<file path="config.mk">
export PLATFORM = sky130hd
export DESIGN_NAME = infix_to_postfix_converter_unit_flat
export DESIGN_NICKNAME = d
export VERILOG_FILES = /design/src/sv/itp_pkg.sv /design/src/sv/itp_if.sv /design/src/sv/itp_ram.sv /design/src/sv/infix_to_postfix_converter_unit.sv /design/src/flat_wrapper.sv
export VERILOG_INCLUDE_DIRS = /design/src /design/src/sv
export SDC_FILE = /design/constraint.sdc
export NUM_CORES = 1
export LEC_CHECK = 0
export BUFFER_PORTS_ARGS = -buffer_cell sky130_fd_sc_hd__clkbuf_2
export CORE_MARGIN = 5
export CORE_UTILIZATION = 50
export DETAILED_ROUTE_END_ITERATION = 8
export PLACE_DENSITY = 0.66
export SETUP_SLACK_MARGIN = 0.5
export SLEW_MARGIN = 20
export SYNTH_ARGS = -nofsm -noshare
export SYNTH_HDL_FRONTEND = slang
export SYNTH_SLANG_ARGS = --single-unit
export TNS_END_PERCENT = 30
</file>
<file path="constraint.sdc">
create_clock -name clk -period 6.79 [get_ports clk]
set_input_delay 0 -clock clk [delete_from_list [all_inputs] [get_ports clk]]
set_output_delay 0 -clock clk [all_outputs]
set_load 0.02 [all_outputs]
</file>
<file path="src/sv/infix_to_postfix_converter_unit_macros.svh">
// assertion macros for the infix to postfix converter
// used by the top level; expects clk and rst_n in scope
`ifndef INFIX_TO_POSTFIX_CONVERTER_UNIT_MACROS_SVH
`define INFIX_TO_POSTFIX_CONVERTER_UNIT_MACROS_SVH

// implication checked at every edge outside reset
`define ITP_ASSERT_IMPL(label, ante, cons, msg) \
  label: assert property (@(posedge clk) disable iff (!rst_n) (ante) |-> (cons)) \
    else $error(msg);

// condition that must hold at every edge outside reset
`define ITP_ASSERT_ALWAYS(label, cond, msg) \
  label: assert property (@(posedge clk) disable iff (!rst_n) (cond)) \
    else $error(msg);

`endif

</file>
<file path="src/sv/itp_pkg.sv">
// shared types, character codes and helper functions for the converter
// no dependencies
package itp_pkg;

  localparam int unsigned STACK_DEPTH_DEF = 32;

  localparam logic [7:0] CH_PLUS  = 8'h2B;
  localparam logic [7:0] CH_MINUS = 8'h2D;
  localparam logic [7:0] CH_MUL   = 8'h2A;
  localparam logic [7:0] CH_DIV   = 8'h2F;
  localparam logic [7:0] CH_POW   = 8'h5E;
  localparam logic [7:0] CH_OPEN  = 8'h28;
  localparam logic [7:0] CH_CLOSE = 8'h29;
  localparam logic [7:0] CH_TERM  = 8'h00;
  localparam logic [7:0] CH_0     = 8'h30;
  localparam logic [7:0] CH_9     = 8'h39;
  localparam logic [7:0] CH_UA    = 8'h41;
  localparam logic [7:0] CH_UZ    = 8'h5A;
  localparam logic [7:0] CH_LA    = 8'h61;
  localparam logic [7:0] CH_LZ    = 8'h7A;

  typedef enum logic [2:0] {
    ST_IDLE,
    ST_EMIT,
    ST_READ,
    ST_CHECK,
    ST_PUSH
  } state_t;

  typedef enum logic [1:0] {
    MODE_OP,
    MODE_CLOSE,
    MODE_END
  } mode_t;

  function automatic logic [1:0] prec_of(input logic [7:0] c);
    logic [1:0] p;
    p = 2'd0;
    if (c == CH_PLUS || c == CH_MINUS) p = 2'd1;
    else if (c == CH_MUL || c == CH_DIV) p = 2'd2;
    else if (c == CH_POW) p = 2'd3;
    return p;
  endfunction

  function automatic logic is_alnum(input logic [7:0] c);
    return (c >= CH_0 && c <= CH_9) || (c >= CH_UA && c <= CH_UZ) ||
           (c >= CH_LA && c <= CH_LZ);
  endfunction

  function automatic logic is_operator(input logic [7:0] c);
    return c == CH_PLUS || c == CH_MINUS || c == CH_MUL || c == CH_DIV ||
           c == CH_POW;
  endfunction

endpackage

</file>
<file path="src/sv/itp_if.sv">
// valid/ready channel interfaces for the converter input and result streams
// no dependencies
interface itp_in_if;
  logic       valid;
  logic       ready;
  logic [7:0] symbol;
  logic       end_of_expr;

  modport source (output valid, output symbol, output end_of_expr, input ready);
  modport sink   (input valid, input symbol, input end_of_expr, output ready);
endinterface

interface itp_out_if;
  logic       valid;
  logic       ready;
  logic [7:0] out_symbol;
  logic       last_of_run;
  logic       overflow;

  modport source (output valid, output out_symbol, output last_of_run,
                  output overflow, input ready);
  modport sink   (input valid, input out_symbol, input last_of_run,
                  input overflow, output ready);
endinterface

</file>
<file path="src/sv/itp_ram.sv">
// generic single-write, single-read ram with registered read data
// no dependencies
module itp_ram #(
  parameter int unsigned WIDTH = 8,
  parameter int unsigned DEPTH = 32
) (
  input  logic                     clk,
  input  logic                     wr_en,
  input  logic [$clog2(DEPTH)-1:0] wr_addr,
  input  logic [WIDTH-1:0]         wr_data,
  input  logic [$clog2(DEPTH)-1:0] rd_addr,
  output logic [WIDTH-1:0]         rd_data
);

  logic [WIDTH-1:0] mem [DEPTH];

  always_ff @(posedge clk) begin
    if (wr_en) begin
      mem[wr_addr] <= wr_data;
    end
    rd_data <= mem[rd_addr];
  end

endmodule

</file>
<file path="src/sv/infix_to_postfix_converter_unit.sv">
// infix to postfix converter (shunting-yard) top level
// depends on itp_pkg, itp_if, itp_ram and infix_to_postfix_converter_unit_macros.svh
//
// usage:
//   in_ch takes one character per transfer, or an end marker (end_of_expr set)
//   out_ch gives postfix characters; last_of_run marks the last result of an
//   input item, and the end marker's final result is a zero terminator whose
//   overflow bit reports any push dropped on a full stack since the last one
// timing:
//   in_ch.ready is high only while the sequencer is idle; one item at a time
//   an operand passes the emit state into the output register; an open
//   parenthesis passes the push state; an ignored character leaves it idle
//   each popped stack entry takes a read state (stack ram read of the new
//   top) and then a check state (compare and emit); an operator or closing
//   parenthesis takes a check and then the pops, and an operator the push;
//   the end marker emits its last pop in a further check before the terminator
// reset: stack empty, overflow flag clear, no result pending
// stall: a result waits in the output register; the sequencer holds while it
//   needs that register and it is still full
module infix_to_postfix_converter_unit #(
  parameter int unsigned STACK_DEPTH = itp_pkg::STACK_DEPTH_DEF
) (
  input  logic              clk,
  input  logic              rst_n,
  itp_in_if.sink            in_ch,
  itp_out_if.source         out_ch
);

  `include "infix_to_postfix_converter_unit_macros.svh"

  localparam int unsigned CNT_W  = $clog2(STACK_DEPTH + 1);
  localparam int unsigned ADDR_W = $clog2(STACK_DEPTH);

  itp_pkg::state_t state_r, state_nxt;
  itp_pkg::mode_t  mode_r, mode_nxt;
  logic [7:0]       sym_r, sym_nxt;
  logic [CNT_W-1:0] count_r, count_nxt;
  logic             ovf_seen_r, ovf_seen_nxt;
  logic             pend_valid_r, pend_valid_nxt;
  logic [7:0]       pend_sym_r, pend_sym_nxt;
  logic             out_valid_r, out_valid_nxt;
  logic [7:0]       out_sym_r, out_sym_nxt;
  logic             out_last_r, out_last_nxt;
  logic             out_ovf_r, out_ovf_nxt;

  logic              slot_free;
  logic              wr_en;
  logic [CNT_W-1:0]  top_idx;
  logic [7:0]        top_sym;
  logic              pop_ok;

  assign slot_free = !out_valid_r || out_ch.ready;
  assign top_idx   = count_r - CNT_W'(1);

  itp_ram #(
    .WIDTH (8),
    .DEPTH (STACK_DEPTH)
  ) u_stack (
    .clk     (clk),
    .wr_en   (wr_en),
    .wr_addr (count_r[ADDR_W-1:0]),
    .wr_data (sym_r),
    .rd_addr (top_idx[ADDR_W-1:0]),
    .rd_data (top_sym)
  );

  assign in_ch.ready       = (state_r == itp_pkg::ST_IDLE);
  assign out_ch.valid      = out_valid_r;
  assign out_ch.out_symbol = out_sym_r;
  assign out_ch.last_of_run = out_last_r;
  assign out_ch.overflow   = out_ovf_r;

  always_comb begin
    pop_ok = 1'b0;
    if (count_r != '0) begin
      unique case (mode_r)
        itp_pkg::MODE_END:   pop_ok = 1'b1;
        itp_pkg::MODE_CLOSE: pop_ok = (top_sym != itp_pkg::CH_OPEN);
        itp_pkg::MODE_OP:
          pop_ok = (itp_pkg::prec_of(top_sym) >= itp_pkg::prec_of(sym_r));
        default:             pop_ok = 1'b0;
      endcase
    end
  end

  always_comb begin
    state_nxt      = state_r;
    mode_nxt       = mode_r;
    sym_nxt        = sym_r;
    count_nxt      = count_r;
    ovf_seen_nxt   = ovf_seen_r;
    pend_valid_nxt = pend_valid_r;
    pend_sym_nxt   = pend_sym_r;
    out_valid_nxt  = out_valid_r && !out_ch.ready;
    out_sym_nxt    = out_sym_r;
    out_last_nxt   = out_last_r;
    out_ovf_nxt    = out_ovf_r;
    wr_en          = 1'b0;

    unique case (state_r)
      itp_pkg::ST_IDLE: begin
        if (in_ch.valid) begin
          sym_nxt = in_ch.symbol;
          priority if (in_ch.end_of_expr) begin
            mode_nxt  = itp_pkg::MODE_END;
            state_nxt = itp_pkg::ST_CHECK;
          end else if (itp_pkg::is_alnum(in_ch.symbol)) begin
            state_nxt = itp_pkg::ST_EMIT;
          end else if (in_ch.symbol == itp_pkg::CH_OPEN) begin
            state_nxt = itp_pkg::ST_PUSH;
          end else if (in_ch.symbol == itp_pkg::CH_CLOSE) begin
            mode_nxt  = itp_pkg::MODE_CLOSE;
            state_nxt = itp_pkg::ST_CHECK;
          end else if (itp_pkg::is_operator(in_ch.symbol)) begin
            mode_nxt  = itp_pkg::MODE_OP;
            state_nxt = itp_pkg::ST_CHECK;
          end else begin
            state_nxt = itp_pkg::ST_IDLE;
          end
        end
      end

      itp_pkg::ST_EMIT: begin
        if (slot_free) begin
          out_valid_nxt = 1'b1;
          out_sym_nxt   = sym_r;
          out_last_nxt  = 1'b1;
          out_ovf_nxt   = 1'b0;
          state_nxt     = itp_pkg::ST_IDLE;
        end
      end

      itp_pkg::ST_READ: begin
        state_nxt = itp_pkg::ST_CHECK;
      end

      itp_pkg::ST_CHECK: begin
        priority if (pop_ok) begin
          if (!pend_valid_r || slot_free) begin
            if (pend_valid_r) begin
              out_valid_nxt = 1'b1;
              out_sym_nxt   = pend_sym_r;
              out_last_nxt  = 1'b0;
              out_ovf_nxt   = 1'b0;
            end
            pend_valid_nxt = 1'b1;
            pend_sym_nxt   = top_sym;
            count_nxt      = count_r - CNT_W'(1);
            state_nxt      = itp_pkg::ST_READ;
          end
        end else if (mode_r == itp_pkg::MODE_END) begin
          if (slot_free) begin
            out_valid_nxt = 1'b1;
            if (pend_valid_r) begin
              out_sym_nxt    = pend_sym_r;
              out_last_nxt   = 1'b0;
              out_ovf_nxt    = 1'b0;
              pend_valid_nxt = 1'b0;
            end else begin
              out_sym_nxt  = itp_pkg::CH_TERM;
              out_last_nxt = 1'b1;
              out_ovf_nxt  = ovf_seen_r;
              ovf_seen_nxt = 1'b0;
              state_nxt    = itp_pkg::ST_IDLE;
            end
          end
        end else begin
          if (!pend_valid_r || slot_free) begin
            if (pend_valid_r) begin
              out_valid_nxt  = 1'b1;
              out_sym_nxt    = pend_sym_r;
              out_last_nxt   = 1'b1;
              out_ovf_nxt    = 1'b0;
              pend_valid_nxt = 1'b0;
            end
            if (mode_r == itp_pkg::MODE_OP) begin
              state_nxt = itp_pkg::ST_PUSH;
            end else begin
              // drop the matching open parenthesis if one is on top
              if (count_r != '0) count_nxt = count_r - CNT_W'(1);
              state_nxt = itp_pkg::ST_IDLE;
            end
          end
        end
      end

      itp_pkg::ST_PUSH: begin
        if (count_r == CNT_W'(STACK_DEPTH)) begin
          ovf_seen_nxt = 1'b1;
        end else begin
          wr_en     = 1'b1;
          count_nxt = count_r + CNT_W'(1);
        end
        state_nxt = itp_pkg::ST_IDLE;
      end

      default: state_nxt = itp_pkg::ST_IDLE;
    endcase
  end

  always_ff @(posedge clk) begin
    if (!rst_n) begin
      state_r      <= itp_pkg::ST_IDLE;
      count_r      <= '0;
      ovf_seen_r   <= 1'b0;
      pend_valid_r <= 1'b0;
      out_valid_r  <= 1'b0;
    end else begin
      state_r      <= state_nxt;
      count_r      <= count_nxt;
      ovf_seen_r   <= ovf_seen_nxt;
      pend_valid_r <= pend_valid_nxt;
      out_valid_r  <= out_valid_nxt;
    end
  end

  always_ff @(posedge clk) begin
    mode_r     <= mode_nxt;
    sym_r      <= sym_nxt;
    pend_sym_r <= pend_sym_nxt;
    out_sym_r  <= out_sym_nxt;
    out_last_r <= out_last_nxt;
    out_ovf_r  <= out_ovf_nxt;
  end

  `ITP_ASSERT_IMPL(a_idle_no_pending, state_r == itp_pkg::ST_IDLE, !pend_valid_r, "pending pop left when idle")
  `ITP_ASSERT_ALWAYS(a_count_in_range, count_r <= CNT_W'(STACK_DEPTH), "stack count beyond depth")
  `ITP_ASSERT_IMPL(a_term_is_last, out_valid_r && out_sym_r == itp_pkg::CH_TERM, out_last_r, "terminator without last flag")
  `ITP_ASSERT_IMPL(a_ovf_only_term, out_valid_r && out_ovf_r, out_sym_r == itp_pkg::CH_TERM, "overflow flag on a non-terminator")

endmodule

</file>
<file path="src/flat_wrapper.sv">
// flat-port wrapper written by rule: the top's interface ports become plain ports
module infix_to_postfix_converter_unit_flat 
#(
  parameter int unsigned STACK_DEPTH = itp_pkg::STACK_DEPTH_DEF
)
  (clk, rst_n, in_ch_valid, in_ch_symbol, in_ch_end_of_expr, in_ch_ready, out_ch_valid, out_ch_out_symbol, out_ch_last_of_run, out_ch_overflow, out_ch_ready);
  itp_in_if in_ch_i ();
  itp_out_if out_ch_i ();
  input  logic clk;
  input  logic rst_n;
  input wire logic [$bits(in_ch_i.valid)-1:0] in_ch_valid;
  input wire logic [$bits(in_ch_i.symbol)-1:0] in_ch_symbol;
  input wire logic [$bits(in_ch_i.end_of_expr)-1:0] in_ch_end_of_expr;
  output wire logic [$bits(in_ch_i.ready)-1:0] in_ch_ready;
  output wire logic [$bits(out_ch_i.valid)-1:0] out_ch_valid;
  output wire logic [$bits(out_ch_i.out_symbol)-1:0] out_ch_out_symbol;
  output wire logic [$bits(out_ch_i.last_of_run)-1:0] out_ch_last_of_run;
  output wire logic [$bits(out_ch_i.overflow)-1:0] out_ch_overflow;
  input wire logic [$bits(out_ch_i.ready)-1:0] out_ch_ready;
  assign in_ch_i.valid = in_ch_valid;
  assign in_ch_i.symbol = in_ch_symbol;
  assign in_ch_i.end_of_expr = in_ch_end_of_expr;
  assign in_ch_ready = in_ch_i.ready;
  assign out_ch_valid = out_ch_i.valid;
  assign out_ch_out_symbol = out_ch_i.out_symbol;
  assign out_ch_last_of_run = out_ch_i.last_of_run;
  assign out_ch_overflow = out_ch_i.overflow;
  assign out_ch_i.ready = out_ch_ready;
  infix_to_postfix_converter_unit #(.STACK_DEPTH(STACK_DEPTH)) u_core (.clk(clk), .rst_n(rst_n), .in_ch(in_ch_i), .out_ch(out_ch_i));
endmodule
</file>
==> results of run 1 <==
[how the worst max path moves through the flow]
stage                               from              endpoint  slack [ns]  cells past startpoint
2_1_floorplan            u_core.sym_r[3]  u_core.pend_sym_r[0]        3.60                      9
3_5_place_dp             u_core.sym_r[5]  u_core.pend_sym_r[1]        2.75                      9
5_1_grt        u_core.u_stack.rd_data[5]  u_core.pend_sym_r[0]        2.69                     10
3_3_place_gp             u_core.sym_r[4]  u_core.pend_sym_r[0]        3.01                      8
6_report                 u_core.sym_r[4]  u_core.pend_sym_r[0]        3.00                     10
4_1_cts                  u_core.sym_r[5]  u_core.pend_sym_r[0]        2.73                      9
[cell usage after synthesis (3+ instances only)]
library cell,instances,area share
a21oi_1,12,0.0048
a221oi_1,9,0.0063
a31oi_1,6,0.0030
a32o_1,8,0.0064
and2_1,6,0.0030
buf_1,6,0.0018
buf_2,15,0.0060
clkbuf_1,15,0.0045
dfxtp_1,20,0.032
edfxtp_1,284,0.68
ha_1,6,0.0060
inv_1,10,0.0030
mux2i_1,11,0.0088
mux4_2,64,0.12
nand2_1,35,0.010
nand2b_1,10,0.0050
nand3_1,10,0.0040
nand3b_1,5,0.0030
nor2_1,114,0.034
nor2b_1,4,0.0020
nor3_1,11,0.0044
nor4_1,6,0.0030
nor4b_1,4,0.0028
nor4bb_1,3,0.0024
o21ai_0,9,0.0036
o22ai_1,9,0.0045
o31ai_1,4,0.0024
or4_1,4,0.0024
xnor2_1,6,0.0042
[flip-flops by register name (all words and copies together) (netlist names)]
register / count
u_core.pend_sym_r: 8
u_core.count_r: 6
u_core.out_ch.valid: 1
u_core.out_ch.overflow: 1
u_core.mode_r: 2
u_core.out_ch.out_symbol: 8
u_core.pend_valid_r: 1
u_core.u_stack.mem: 256
u_core.sym_r: 8
u_core.u_stack.rd_data: 8
u_core.out_ch.last_of_run: 1
u_core.ovf_seen_r: 1
u_core.state_r: 3
[power breakdown]
group          switching, W  internal, W  total [W]
Combinational      0.000395     0.000261   0.000656
Sequential        0.0000873      0.00215    0.00224
Clock              0.000680     0.000955    0.00163
[final cells by class]
type / count / area [um2] / share of cell area
multi-input cells: 398 / 3420 / 0.242
repair buffers: 48 / 363 / 0.0257
clock inverters: 15 / 159 / 0.0112
clock buffers: 41 / 813 / 0.0575
well taps: 330 / 413 / 0.0292
flip-flops and latches: 304 / 8930 / 0.632
inverters: 10 / 37.5 / 0.00265
[logic make-up (layout without fill, tap and decap cells)]
group / Yosys count / count (layout) / share of synthesized area
XOR/XNOR: 8 / 8 / 0.00559
flip-flops: 304 / 304 / 0.713
AO/OA/AOI/OAI: 81 / 81 / 0.0474
adder cells (fa/ha/maj): 6 / 6 / 0.00599
AND/OR/NAND/NOR: 227 / 227 / 0.0865
multiplexers: 76 / 76 / 0.125
buffers and inverters: 48 / 114 / 0.0168
[cell usage in the layout (no fill, tap or decap), types with 5 or more instances in the layout]
| cell | n |
|---|---|
| o22ai_1 | 9 |
| xnor2_1 | 5 |
| clkbuf_1 | 10 |
| clkbuf_2 | 24 |
| nor3_1 | 8 |
| a21oi_1 | 12 |
| mux2i_1 | 11 |
| nand2_1 | 35 |
| ha_1 | 5 |
| and2_1 | 6 |
| nand3b_1 | 5 |
| edfxtp_1 | 284 |
| mux4_2 | 64 |
| a221oi_1 | 9 |
| dlygate4sd3_1 | 11 |
| nand2b_1 | 10 |
| nand3_1 | 10 |
| clkinv_2 | 6 |
| clkbuf_16 | 31 |
| inv_1 | 10 |
| dfxtp_1 | 19 |
| a32o_1 | 8 |
| nor2_1 | 114 |
| a31oi_1 | 6 |
| nor4_1 | 6 |
| buf_4 | 10 |
| o21ai_0 | 9 |
[metrics by stage]
stage | worst slack (ns) | std cells | total power (W)
after detailed placement | 2.75 | 1076 | 0.00292
after CTS | 2.73 | 1143 | 0.00454
after global routing | 2.69 | 1146 | 0.00471
after floorplan | 3.60 | 750 | 0.00271
final | 3.00 | 1146 | 0.00453
after global placement | 3.01 | 1076 | 0.00290
[layer usage]
| layer | GRT usage | up-vias |
|---|---|---|
| li1 | - | 3066 |
| met1 | 0.264 | 3534 |
| met2 | 0.315 | 255 |
| met3 | 0.0289 | 69 |
| met4 | 0.0469 | 0 |
| met5 | 0 | - |
==> flow_metrics.tcl, run 1 <==
set metrics [dict create \
    arrival_ns 3.97 \
    whs_endpoint "u_core.sym_r[0]" \
    hpwlAfterDp_um 16500 \
    tritoncts "built" \
    cts.sinks 304 \
    ant_nets 0 \
    track_usage 0.188 \
    postCtsSetupBuffers 0 \
    wl_um 26700 \
    min_period_ns 3.79 \
    cts.clk_slew.worst_paths_ns 0.06 \
    via_per_inst 6.04 \
    setup_viol_count_final 0 \
    hold_slack_ns 0.0243 \
    dr_wl_met2_um 13300 \
    core_mm2 0.0249 \
    slew_headroom 0.282 \
    grt_setup_unrepaired "no" \
    cts_buffer_depth 3 \
    cpPeakStageDelay_ns 0.73 \
    design_area_mm2 0.0141 \
    hp-class "primary input to flop" \
    placed_cell_area_mm2 0.0130 \
    syn-num-nets 769 \
    worst_pin_slew_ns 1.07 \
    die_area_mm2 0.0283 \
    die_h_um 168 \
    grt_pass1_vias 7071 \
    ff2ff_setup_slack_ns 3.00 \
    cp-end-kind "flop" \
    port_buffers 24 \
    diodes 0 \
    clk_latency_ns 0.56 \
    dr.max_layer_used "met4" \
    syn2layout_area_growth_pct 12.9 \
    leakagePower_nw 4.51 \
    place_congestion 0.900 \
    syn_area_mm2 0.0125 \
    num_io_pins 25 \
    cp_cell_sequence "buf_16 -> nor4bb_1 -> and4b_1 -> a41o_1 -> ha_1 -> nand2b_1 -> a2111oi_0 -> a2111oi_0 -> nand2_1 -> a21oi_1" \
    tns_ns 0 \
    fmax_mhz 264 \
    yosysWarnings 0 \
    cts_hold_buf 11 \
    async_flop_share 0 \
    worst-setup-path-type "flop to flop" \
    cts_buffers 31 \
    cts_root_buffer "clkbuf_16" \
    vias 6924 \
    gr-total-overflow 0 \
    layout-drive-gt1-share 0.195 \
    antenna_found_initial 0 \
    synth_cell_types 62 \
    finalHoldViolCount 0 \
    first_iter_violations 698 \
    detail_route.wl_per_cell_um 23.3 \
    crit_required_ns 6.97 \
    final_util 0.568 \
    synthCells 750 \
    worst_clock_skew_ns 0.0163 \
    drt-met1-wl_um 11100 \
    initial_core_util 0.503 \
    drc_errors 0 \
    maxCapViolCount 0 \
    synth.ff_latch_count 304 \
    regToRegStartpoint "u_core.sym_r[4]" \
    rows 58 \
    r2r_end "u_core.pend_sym_r[0]" \
    die_w_um 168 \
    status "completed" \
    cpMostUsedCell "a2111oi_0" \
    cts-resized-gates 0 \
    route.met3.wl_um 1560 \
    crit_family "compound AO/OA/AOI/OAI gates" \
    syn_avg_cell_area_um2 16.7 \
    drv_slew 0 \
    grt_max_degree 38 \
    min_from "in_ch_valid" \
    crit_path_max_fanout 23 \
    grt_pass1_wl_um 41300 \
    layout_worst_path_cycle_share 0.558 \
    seq_area_frac_synth 0.713 \
    powerDensity_mw_per_mm2 320 \
    cpMaxStageDelayCell "a2111oi_0" \
    reg2reg_depth 10 \
    peakVddDrop_mv 0.248 \
    min_path_cells 2 \
    nets 812 \
    synth_edf_count 284 \
    path_buf_inv 1 \
    crit_path_start_kind "flop" \
    ys.flop_type "edfxtp_1" \
    firstDrtPassIters 5 \
    fillCellCount 1889 \
    htree_levels 1 \
]
Power figures use the tool's default switching activity.
==> run 2: changes to the inputs <==
--- a/config.mk
+++ b/config.mk
@@ -6,6 +6,7 @@
 export SDC_FILE = /design/constraint.sdc
 export NUM_CORES = 1
 export LEC_CHECK = 0
+export ABC_AREA = 1
 export BUFFER_PORTS_ARGS = -buffer_cell sky130_fd_sc_hd__clkbuf_2
 export CORE_MARGIN = 5
 export CORE_UTILIZATION = 50
==> constraint.sdc (replaced) <==
create_clock -name clk -period 3.8 [get_ports clk]
set_input_delay 0 -clock clk [delete_from_list [all_inputs] [get_ports clk]]
set_output_delay 0 -clock clk [all_outputs]
set_load 0.02 [all_outputs]
==> run 2 against run 1 <==
  * Synthesized cell count rose by 50%
  * Worst hold slack improved by 0.15 ns
  * Wire length up 13%
  * Final cell count increased by 34%
  * Count of clock-buffer cells in the layout unchanged
  * Clock skew hardly changed
  * Die area is 3.1% higher
  * Register-to-register slack worse by 2.1 ns
  * Synthesized area rose by 3.3%
  * Global-route usage is 2.1 points higher
  * Critical path type unchanged
  * Largest power group unchanged
  * Highest routed layer unchanged
==> flow_metrics.tcl, run 2 <==
set metrics [dict create \
    layout-drive-gt1-share 0.119 \
    tritoncts "built" \
    postCtsSetupBuffers 0 \
    synth.ff_latch_count 304 \
    cpMaxStageDelayCell "edfxtp_1" \
    cts_buffers 31 \
    antenna_found_initial 0 \
    synth_cell_types 45 \
    arrival_ns 3.10 \
    fillCellCount 2010 \
    crit_path_start_kind "flop" \
    powerDensity_mw_per_mm2 557 \
    yosysWarnings 0 \
    tns_ns 0 \
    worst_pin_slew_ns 0.837 \
    rows 58 \
    synthDominantCellAreaShare 0.659 \
    die_area_mm2 0.0292 \
    path_buf_inv 1 \
    crit_family "flip-flops" \
    syn2layout_area_growth_pct 13.1 \
    min_period_ns 2.89 \
    cts_root_buffer "clkbuf_16" \
    htree_levels 1 \
    synthTopCellsByCount "edfxtp_1, nor2_1, o21ai_0" \
    layout_worst_path_cycle_share 0.760 \
    vias 8796 \
    status "completed" \
    synth-xor-area-share 0.00609 \
    hpwlAfterDp_um 19000 \
    core_mm2 0.0253 \
    setup_viol_count_final 0 \
    leakagePower_nw 5.11 \
    initial_core_util 0.511 \
    drc_errors 0 \
    synth-compound-area-share 0.116 \
    regMostFlops "u_core.u_stack.mem" \
    synth.area.top_cells "edfxtp_1, nor2_1, o21ai_0, dfxtp_1, nand2_1" \
    synth_edf_count 284 \
    cpPeakStageDelay_ns 0.83 \
    multi_input_area_mm2 0.00355 \
    gr-total-overflow 0 \
    peakVddDrop_mv 0.425 \
    die_h_um 171 \
    fin_cells 1540 \
    grt_pass1_vias 8486 \
    final_cell_mix "edfxtp_1, nor2_1, o21ai_0" \
    ant_nets 0 \
    first_iter_violations 1010 \
    cp_cell_sequence "inv_1 -> o31ai_1 -> a21oi_1 -> ha_1 -> o21ai_0 -> a21oi_2 -> nand3_1 -> nor2_2" \
    via_per_inst 5.71 \
    ys.flop_type "edfxtp_1" \
    maxCapViolCount 0 \
    drv_slew 0 \
    nets 1204 \
    slew_headroom 0.440 \
    syn_area_mm2 0.0129 \
    die_w_um 171 \
    finalHoldViolCount 0 \
    async_flop_share 0 \
    muxShareOfSynthArea 0.00619 \
    firstDrtPassIters 6 \
    fmax_mhz 346 \
    synthMostInstantiatedCell "edfxtp_1" \
    seq_area_frac_synth 0.690 \
    crit_required_ns 4.01 \
    cts.clk_slew.worst_paths_ns 0.06 \
    cp-end-kind "flop" \
    hp-class "primary input to flop" \
    largest_reg_flops 256 \
    synthCells 1128 \
    worst_clock_skew_ns 0.0158 \
    final_common_cell "edfxtp_1" \
    wl_um 30300 \
    synth_top_family_by_area "simple AND/OR/NAND/NOR gates" \
    cts_buffer_depth 3 \
    yosys.area_share.adder 0.00580 \
    port_buffers 24 \
    regArea_mm2 0.00893 \
    clk_latency_ns 0.56 \
    cts.sinks 304 \
    track_usage 0.209 \
    yosysTopAreaCell "edfxtp_1" \
    placed_cells 1470 \
    crit_path_max_fanout 17 \
    detail_route.wl_per_cell_um 19.7 \
    syn_avg_cell_area_um2 11.5 \
    grt_pass1_wl_um 47600 \
    num_io_pins 25 \
    worst-setup-path-type "flop to flop" \
    grt_setup_unrepaired "no" \
    synth-simple-area-share 0.139 \
    place_congestion 0.896 \
    syn-num-nets 1147 \
    grt_max_degree 64 \
    diodes 0 \
]
run 2: cell count changes after synthesis, sizes merged, moves of 9 or more:
cell	change
mux4	-64
buf	+9
a221oi	-9
nand2b	-10
nand3	+37
inv	+40
nor2	+148
nand2	+61
o21ai	+175
o211ai	+30
nand4	+13
nor3	-10
run 2: worst reg2reg max path: cells and delay by family, from the launching register on:
kind | cells | cell delay [ns]
AO/OA/AOI/OAI | 4 | 0.70
adder cells (fa/ha/maj) | 1 | 0.28
buffers and inverters | 1 | 0.20
flip-flops | 1 | 0.83
AND/OR/NAND/NOR | 2 | 0.54
run 2: final timing paths:
check / to / slack (ns) / startpoint / cells past startpoint
worst max-delay path: u_core.pend_sym_r[3] / 0.91 / u_core.sym_r[1] / 8
worst min-delay path: u_core.sym_r[7] / 0.18 / in_ch_symbol[7] / 2
worst max register to register: u_core.pend_sym_r[3] / 0.91 / u_core.sym_r[1] / 8
worst min register to register: u_core.pend_sym_r[7] / 0.46 / u_core.u_stack.rd_data[7] / 0
run 2: cell families after synthesis:
group / count (synthesis)
AND/OR/NAND/NOR: 427
flip-flops: 304
AO/OA/AOI/OAI: 270
buffers and inverters: 107
multiplexers: 8
XOR/XNOR: 6
adder cells (fa/ha/maj): 6
run 2: area by class of cell:
| class | count | share of cell area |
|---|---|---|
| clock buffers | 41 | 0.0583 |
| clock inverters | 17 | 0.00923 |
| multi-input cells | 717 | 0.242 |
| inverters | 52 | 0.0136 |
| well taps | 330 | 0.0282 |
| repair buffers | 79 | 0.0384 |
| flip-flops and latches | 304 | 0.610 |
run 2: routing by layer:
metal	global-route usage	up-vias	wire length, um
met5	0	-	0
met4	0.0561	0	679
met3	0.0379	57	2290
met2	0.339	321	14400
met1	0.297	4255	12900
li1	-	4163	-
run 2: power by group:
part	internal (W)	leakage [nW]	switching, W	total (W)
combinational	0.000379	1.90	0.000919	0.00130
sequential	0.00384	2.72	0.000101	0.00394
clock	0.00171	0.490	0.00122	0.00293
total	0.00592	5.11	0.00224	0.00816
run 2: metrics by stage:
| stage | util | cell area (um2) | total power [W] | setup slack (ns) | hold WS (ns) |
|---|---|---|---|---|---|
| floorplan | - | 12900 | 0.00485 | 1.12 | 0.0989 |
| global placement | 0.534 | 13500 | 0.00526 | 0.891 | 0.208 |
| detailed placement | 0.534 | 13500 | 0.00528 | 0.747 | 0.207 |
| CTS | 0.578 | 14600 | 0.00820 | 0.737 | 0.167 |
| global route | 0.578 | 14600 | 0.00850 | 0.664 | 0.177 |
| finish | 0.578 | 14600 | 0.00816 | 0.910 | 0.179 |
run 2: repair_timing:
item                       4_1_cts  5_1_grt
hold buffers                    12        0
resized for setup                0        1
setup endpoints to repair        0        8
hold endpoints to repair        32        0
